[src/sh128_pkg.sv]
package sh128_pkg;

    localparam logic [63:0] KEY_C0 = 64'h59757a7541696861;
    localparam logic [63:0] KEY_C1 = 64'h4d65694169686172;
    localparam logic [63:0] KEY_C2 = 64'h4d495a5553415741;
    localparam logic [63:0] KEY_C3 = 64'h494c4f5645594f55;
    localparam int unsigned XS_SHIFT = 33;
    localparam int unsigned SEED_ROT = 32;
    localparam int unsigned LANES    = 4;
    localparam int unsigned BUF_DEPTH = LANES - 1;

    typedef enum logic [4:0] {
        S_IDLE,
        S_GRP_M1,
        S_GRP_M2,
        S_GRP_FOLD,
        S_GRP_CROSS,
        S_SGL_M1,
        S_SGL_M2,
        S_SGL_CROSS,
        S_TAIL_M1,
        S_TAIL_M2,
        S_FIN_M1,
        S_FIN_M2,
        S_A1_K0,
        S_A1_J1,
        S_A2_K1,
        S_A2_J0,
        S_PUSH
    } t_state;

    // Request to the shared multiplier.
    typedef struct packed {
        logic        start;
        logic [63:0] a;
        logic [63:0] b;
    } t_mul_req;

    function automatic logic [63:0] rotl1(input logic [63:0] x);
        return {x[62:0], x[63]};
    endfunction

    function automatic logic [63:0] xs33(input logic [63:0] x);
        return x ^ (x >> XS_SHIFT);
    endfunction

endpackage

[src/sh128_mul.sv]
module sh128_mul (
    input  logic               i_clk,
    input  logic               i_rst_n,
    input  sh128_pkg::t_mul_req i_req,
    output logic               o_done,
    output logic [127:0]       o_prod
);
    import sh128_pkg::*;

    logic [63:0]  r_a, r_b;
    logic [127:0] r_acc;
    logic [1:0]   r_step;
    logic         r_busy, r_done;
    logic [31:0]  a_part, b_part;
    logic [63:0]  pp;
    logic [6:0]   sh;
    logic [127:0] term;

    // One 32x32 partial product per cycle, low-low first.
    always_comb begin
        a_part = r_step[1] ? r_a[63:32] : r_a[31:0];
        b_part = r_step[0] ? r_b[63:32] : r_b[31:0];
        pp     = 64'(a_part) * 64'(b_part);
        if (r_step == 2'd3) begin
            sh = 7'd64;
        end else if (r_step == 2'd0) begin
            sh = 7'd0;
        end else begin
            sh = 7'd32;
        end
        term = {64'b0, pp} << sh;
    end

    always_ff @(posedge i_clk) begin
        if (!i_rst_n) begin
            r_busy <= 1'b0;
            r_done <= 1'b0;
            r_step <= 2'd0;
        end else begin
            r_done <= 1'b0;
            if (i_req.start) begin
                r_a    <= i_req.a;
                r_b    <= i_req.b;
                r_acc  <= '0;
                r_step <= 2'd0;
                r_busy <= 1'b1;
            end else if (r_busy) begin
                r_acc  <= r_acc + term;
                r_step <= r_step + 2'd1;
                if (r_step == 2'd3) begin
                    r_busy <= 1'b0;
                    r_done <= 1'b1;
                end
            end
        end
    end

    assign o_done = r_done;
    assign o_prod = r_acc;

endmodule

[config.mk]
export PLATFORM = sky130hd
export DESIGN_NAME = sh128_mul
export DESIGN_NICKNAME = d
export VERILOG_FILES = /design/src/sh128_pkg.sv /design/src/sh128_mul.sv
export SDC_FILE = /design/constraint.sdc
export NUM_CORES = 2
export LEC_CHECK = 0
export BUFFER_PORTS_ARGS = -buffer_cell sky130_fd_sc_hd__buf_2
export CORE_UTILIZATION = 58
export DETAILED_ROUTE_END_ITERATION = 10
export PLACE_DENSITY = 0.79
export RECOVER_POWER = 100
export SLEW_MARGIN = 20
export SYNTH_ARGS = -nofsm -noshare
export SYNTH_HDL_FRONTEND = slang
export SYNTH_SLANG_ARGS = --single-unit
[constraint.sdc]
create_clock -name i_clk -period 12.38 [get_ports i_clk]
set_input_delay 1.857 -clock i_clk [delete_from_list [all_inputs] [get_ports i_clk]]
set_output_delay 1.857 -clock i_clk [all_outputs]
set_load 0.05 [all_outputs]
---- Word level (Yosys, flattened, before mapping) ----
Index checks and enable logic that the tools add are counted.
cells by class
  $add $sub $neg .......................... 2
  $mul .................................... 1
  equal/unequal tests ..................... 1
  shift operators ......................... 1
  multiplexer cells ....................... 9
  bitwise logic cells ..................... 2
  reductions and logical operators ........ 6
operators with widths
  operator               count
  $add A128 B128 Y128    1
  $mux W128              1
  $shl A64 B7 Y128       1
  $mul A32 B32 Y64       1
  $mux W32               2
  $mux W7                1
  $mux W6                1
  $mux W1                4
  $reduce_and A2 Y1      2
  $reduce_or A3 Y1       1
  $add A2 B1 Y2 const B  1
  $eq A2 B2 Y1 const B   1
  $logic_not A2 Y1       1
  $not A1 Y1             2
  $reduce_bool A2 Y1     1
  $reduce_or A2 Y1       1
storage, ports and cells
  register bits ........................... 260
  input bits .............................. 131
  logic and storage cells ................. 28

---- Longest topological paths before layout ----
  depth in word-level cells ............... 6
  mapped depth ............................ 47

---- Least setup slack after synthesis ----
OpenSTA, ideal clock, no wires.
  path type ............................... register to register
  start point ............................. register r_step[0]
  end point ............................... register r_acc[120], in the netlist o_prod[120], data pin
  setup time .............................. 0.262 ns
  arrival time ............................ 11.343 ns
  required time ........................... 12.118 ns
  path slack .............................. 0.775 ns
  cell stages (with the launch flop) ...... 44
  buffers on the path ..................... 6
  cells stage by stage .................... dfxtp_1 -> clkbuf_1 -> buf_1 -> buf_1 -> mux2i_1 -> clkbuf_1 -> nor2_1 -> fa_1 -> inv_1 -> fa_1 -> inv_1 -> fa_1 -> fa_1 -> fa_1 -> fa_1 -> fa_1 -> fa_1 -> ha_1 -> [8 not listed] -> o21ai_1 -> a2111oi_0 -> nor3_2 -> nand2_1 -> o221ai_1 -> ha_1 -> clkbuf_1 -> a21o_1 -> a21oi_1 -> o21ai_1 -> a221oi_1 -> nor2_1 -> a211oi_1 -> o21ai_4 -> a21oi_2 -> o31ai_4 -> a21oi_1 -> mux2_1
between the ends
  cells in the longest elaborated chain, start to end .. 6
ends and longest elaborated chain
  element                                                                   line             RTL
  from (decl)                                                               sh128_mul.sv:12  logic [1:0] r_step;
  from (signal assigned)                                                    sh128_mul.sv:49  r_step <= r_step + 2'd1;
  parallel branches: the longest is 3 deep, another holds $mul A32 B32 Y64  --
  $shl A64 B7 Y128 *                                                        sh128_mul.sv:31  term = {64'b0, pp} << sh;
  $add A128 B128 Y128 *                                                     sh128_mul.sv:48  r_acc <= r_acc + term;
  $mux W128 *                                                               sh128_mul.sv:47  end else if (r_busy) begin
  to (signal assigned)                                                      sh128_mul.sv:48
  to (decl)                                                                 sh128_mul.sv:11  logic [127:0] r_acc;
Mark *: on every way between the ends. The select of a mux whose other input is x is not followed.
A chain may end at the register's enable or synchronous reset.

---- Worst setup path after layout ----
  start point ............................. register r_step[1]
  end point ............................... register r_acc[127], in the netlist o_prod[127], data pin
between the ends
  cells in the longest elaborated chain, start to end .. 6
ends and longest elaborated chain
  element                                                                   line
  parallel branches: the longest is 3 deep, another holds $mul A32 B32 Y64  --
  $shl A64 B7 Y128 *                                                        sh128_mul.sv:31
  $add A128 B128 Y128 *                                                     sh128_mul.sv:48
  $mux W128 *                                                               sh128_mul.sv:47
Marked as above.

==> results_tabular.tex <==
\begin{tabular}{lr}
\hline
Metric & Value \\
\hline
\multicolumn{2}{l}{\textbf{Status}} \\
\quad Status & finished with violations \\
\quad Failing checks & max-capacitance violations, max-slew violations \\
\multicolumn{2}{l}{\textbf{Min path}} \\
\quad Min-delay worst type & flop to flop \\
\quad Hold-critical path depth & 2 \\
\multicolumn{2}{l}{\textbf{Cells and area}} \\
\quad Area growth, synth to finish & 10.6\% \\
\quad Proportion of layout cells with a drive suffix above 1 & 0.0952 \\
\quad Commonest cells after routing, fill and taps aside & sky130\_fd\_sc\_hd\_\_inv\_1, sky130\_fd\_sc\_hd\_\_fa\_1, sky130\_fd\_sc\_hd\_\_nor2\_1 \\
\quad Leading cell type in the layout, fill and taps excluded & sky130\_fd\_sc\_hd\_\_inv\_1 \\
\quad Total number of nets in the final design & 7,339 \\
\quad Cell Count, Final, Fillers Out & 7,101 \\
\quad Final core utilization & 0.648 \\
\multicolumn{2}{l}{\textbf{Critical path}} \\
\quad Endpoint type of the worst setup path & flop \\
\quad Kind of start point of the critical path & flop \\
\quad Arr. time, crit path & 12,530 ps \\
\quad Slowest cell on crit path & sky130\_fd\_sc\_hd\_\_mux2i\_1 \\
\quad Path depth of the worst reg2reg path & 46 \\
\quad Worst Setup Path Type & flop to flop \\
\quad Biggest cell delay along the critical path & 670 ps \\
\quad Max FO, Critical Path & 19 \\
\quad Cell seen most often among critical-path stages & sky130\_fd\_sc\_hd\_\_fa\_1 \\
\quad Worst endpoint required time & 12,750 ps \\
\multicolumn{2}{l}{\textbf{Yosys}} \\
\quad Commonest register cell after synthesis & sky130\_fd\_sc\_hd\_\_edfxtp\_1 \\
\quad Number of flip-flops and latches in the synthesized netlist & 260 \\
\quad Fraction of post-synthesis cell area in the top cell type by area & 0.353 \\
\quad Number of distinct library cell variants in the gate-level netlist after synthesis & 78 \\
\quad Top cells by area, synth & sky130\_fd\_sc\_hd\_\_fa\_1, sky130\_fd\_sc\_hd\_\_edfxtp\_1, sky130\_fd\_sc\_hd\_\_ha\_1 \\
\quad Leading area contributor after synthesis & sky130\_fd\_sc\_hd\_\_fa\_1 \\
\quad Post-synth ARST share & 0 \\
\quad Mean post-synth cell area & 8.99 um\^{}2 \\
\quad Total number of yosys warnings & 0 \\
\quad Gate count of the mapped netlist & 5,656 \\
\quad EDFF count, synth & 256 \\
\quad Sequential cell area fraction in the yosys report & 0.153 \\
\quad Synth Net Count & 7,075 \\
\quad Summed instance area of the synthesized netlist & 0.0508 mm\^{}2 \\
\multicolumn{2}{l}{\textbf{Routing}} \\
\quad Routed Antenna Nets & 0 \\
\quad Wire length after detailed routing & 180 mm \\
\quad Detailed-route via count & 43,500 \\
\quad Drt first-iter violations & 4,842 \\
\quad Wire length per cell after detailed routing & 25.3 um \\
\quad Post-DR vias/cell & 6.12 \\
\quad Number of design rule violations left after detail routing & 0 \\
\quad Drt pass-1 iters & 8 \\
\multicolumn{2}{l}{\textbf{STA}} \\
\quad Hold Violations, Final & 0 \\
\quad Worst Tran Pin Value & 4700 ps \\
\quad Slew Limit Fails & 265 \\
\quad Maximum clock rate & 82.2 MHz \\
\quad Final worst clock skew & 60.6 ps \\
\quad Worst Hold Margin & 617 ps \\
\quad Minimum period implied by the final worst setup slack & 12,160 ps \\
\quad Fraction of the cycle the final worst path needs & 0.982 \\
\quad Final WS setup & 220 ps \\
\quad Count of endpoints failing setup in the final report & 0 \\
\quad Max\_slew headroom & -2.14 \\
\multicolumn{2}{l}{\textbf{Clock network}} \\
\quad Clock sink count & 260 \\
\quad Insertion delay of the later-clocked pin in the worst-skew pair & 630 ps \\
\quad H-Tree Depth & 2 \\
\quad Buffer depth of the longest clock path & 3 \\
\quad Clock tree from TritonCTS & done \\
\quad Cts-stage hold buffer count & 0 \\
\quad Clock buffer count from CTS & 34 \\
\quad Clock transition at the registers of the reported paths & 70 ps \\
\quad Cell at the root of the clock tree & sky130\_fd\_sc\_hd\_\_clkbuf\_16 \\
\multicolumn{2}{l}{\textbf{Placement}} \\
\quad Placer's final routability congestion estimate & 1.06 \\
\quad Number of cells in the design after placement & 7,033 \\
\quad Half-perimeter wire length of the detailed placement result & 149 mm \\
\quad Pre-CTS setup slack & -157 ps \\
\quad Number of port buffers & 259 \\
\multicolumn{2}{l}{\textbf{Job}} \\
\quad Max-cap violation count & 5 \\
\multicolumn{2}{l}{\textbf{Floorplan}} \\
\quad Initial core utilization & 0.586 \\
\quad Die height & 298 um \\
\quad Floorplan row count & 108 \\
\quad Area enclosed by the die boundary & 0.0888 mm\^{}2 \\
\quad Total core area & 0.0868 mm\^{}2 \\
\quad Die width & 298 um \\
\quad Top-level port count & 260 \\
\multicolumn{2}{l}{\textbf{Global routing}} \\
\quad Number of global-route vias before repair & 44,700 \\
\quad Largest net degree at the start of global routing & 85 \\
\quad Global-route wire length before repair & 272 mm \\
\quad Number of antenna violations at the first check in global routing & 14 \\
\quad Overall overflow remaining after global route & 0 \\
\quad GRT Resource Usage Total & 0.411 \\
\hline
\end{tabular}
[final timing paths]
| kind | start | endpoint | slack (ps) |
|---|---|---|---|
| hold / removal | r_busy | o_done | 620 |
| setup reg to reg | r_step[1] | o_prod[127] | 220 |
| setup / recovery | r_step[1] | o_prod[127] | 220 |
| hold reg to reg | r_busy | o_done | 620 |
[per-layer routing]
layer,wire length (um),GRT usage
met5,119,0
met4,13100,0.232
met3,22500,0.121
met2,78900,0.628
met1,65300,0.524
[per-stage QoR]
stage,cell area [um^2],TNS (ps)
CTS,56200,0
detailed placement,55100,-414
finish,56200,0
floorplan,50800,0
global route,56200,-57.8
global placement,55100,-1270
[flip-flops by register name (all words and copies together), names as in the netlist]
name    flops
o_done      1
r_busy      1
o_prod    128
r_a        64
r_b        64
r_step      2
[timing repair]
action                     CTS  global route
pin swaps                    0             4
gates resized for setup      4            48
setup endpoints to repair   12            34
buffers inserted             0             6
[Yosys cell counts (all sizes together), types with 6 or more instances]
| master | instances |
|---|---|
| inv | 909 |
| fa | 897 |
| nor2 | 861 |
| nand2 | 603 |
| ha | 391 |
| clkbuf | 264 |
| edfxtp | 256 |
| a21oi | 248 |
| o21ai | 131 |
| a21o | 124 |
| xnor2 | 116 |
| nand4 | 86 |
| mux2i | 77 |
| mux2 | 71 |
| xor2 | 60 |
| and2 | 57 |
| o21bai | 53 |
| nand3 | 36 |
| o22ai | 35 |
| nor3 | 33 |
| buf | 31 |
| o21a | 31 |
| a31oi | 30 |
| and3 | 21 |
| nor2b | 21 |
| nand2b | 17 |
| o211ai | 17 |
| or2 | 16 |
| o31ai | 15 |
| a211oi | 14 |
| nor4 | 13 |
| a21boi | 12 |
| or3 | 12 |
| and4 | 10 |
| a221oi | 9 |
| a31o | 8 |
| o41ai | 7 |
| or4 | 7 |
| a211o | 6 |
[critical path: cells and delay by family (launching register included)]
family | cells | cell delay [ps]
buf+inv | 10 | 1400
fa+ha+maj | 10 | 4160
flops | 1 | 370
mux | 3 | 1140
xor+xnor | 1 | 170
simple gates | 6 | 1090
compound gates | 16 | 3540
[layout make-up]
class	count	area [um^2]
clock buffer	44	888
clock inverter	16	228
inverter	909	3410
fill	7207	30500
antenna	2	5.00
timing repair buffer	523	3540
sequential	260	7770
multi-input combinational	4192	38900
tap	1155	1450
[cells by family (layout without fill, tap and decap cells)]
kind of cell / Yosys count / in the layout / share of synthesized area
simple gates: 1799 / 1799 / 0.149
xor+xnor: 176 / 176 / 0.0303
compound gates: 781 / 781 / 0.0985
other cells: 0 / 2 / 0
buf+inv: 1204 / 1492 / 0.0892
flops: 260 / 260 / 0.153
mux: 148 / 148 / 0.0309
fa+ha+maj: 1288 / 1288 / 0.449
Power is left out: the tool's default activity adds up to more than one toggle a clock period on the data nets, which glitch-free logic cannot reach.
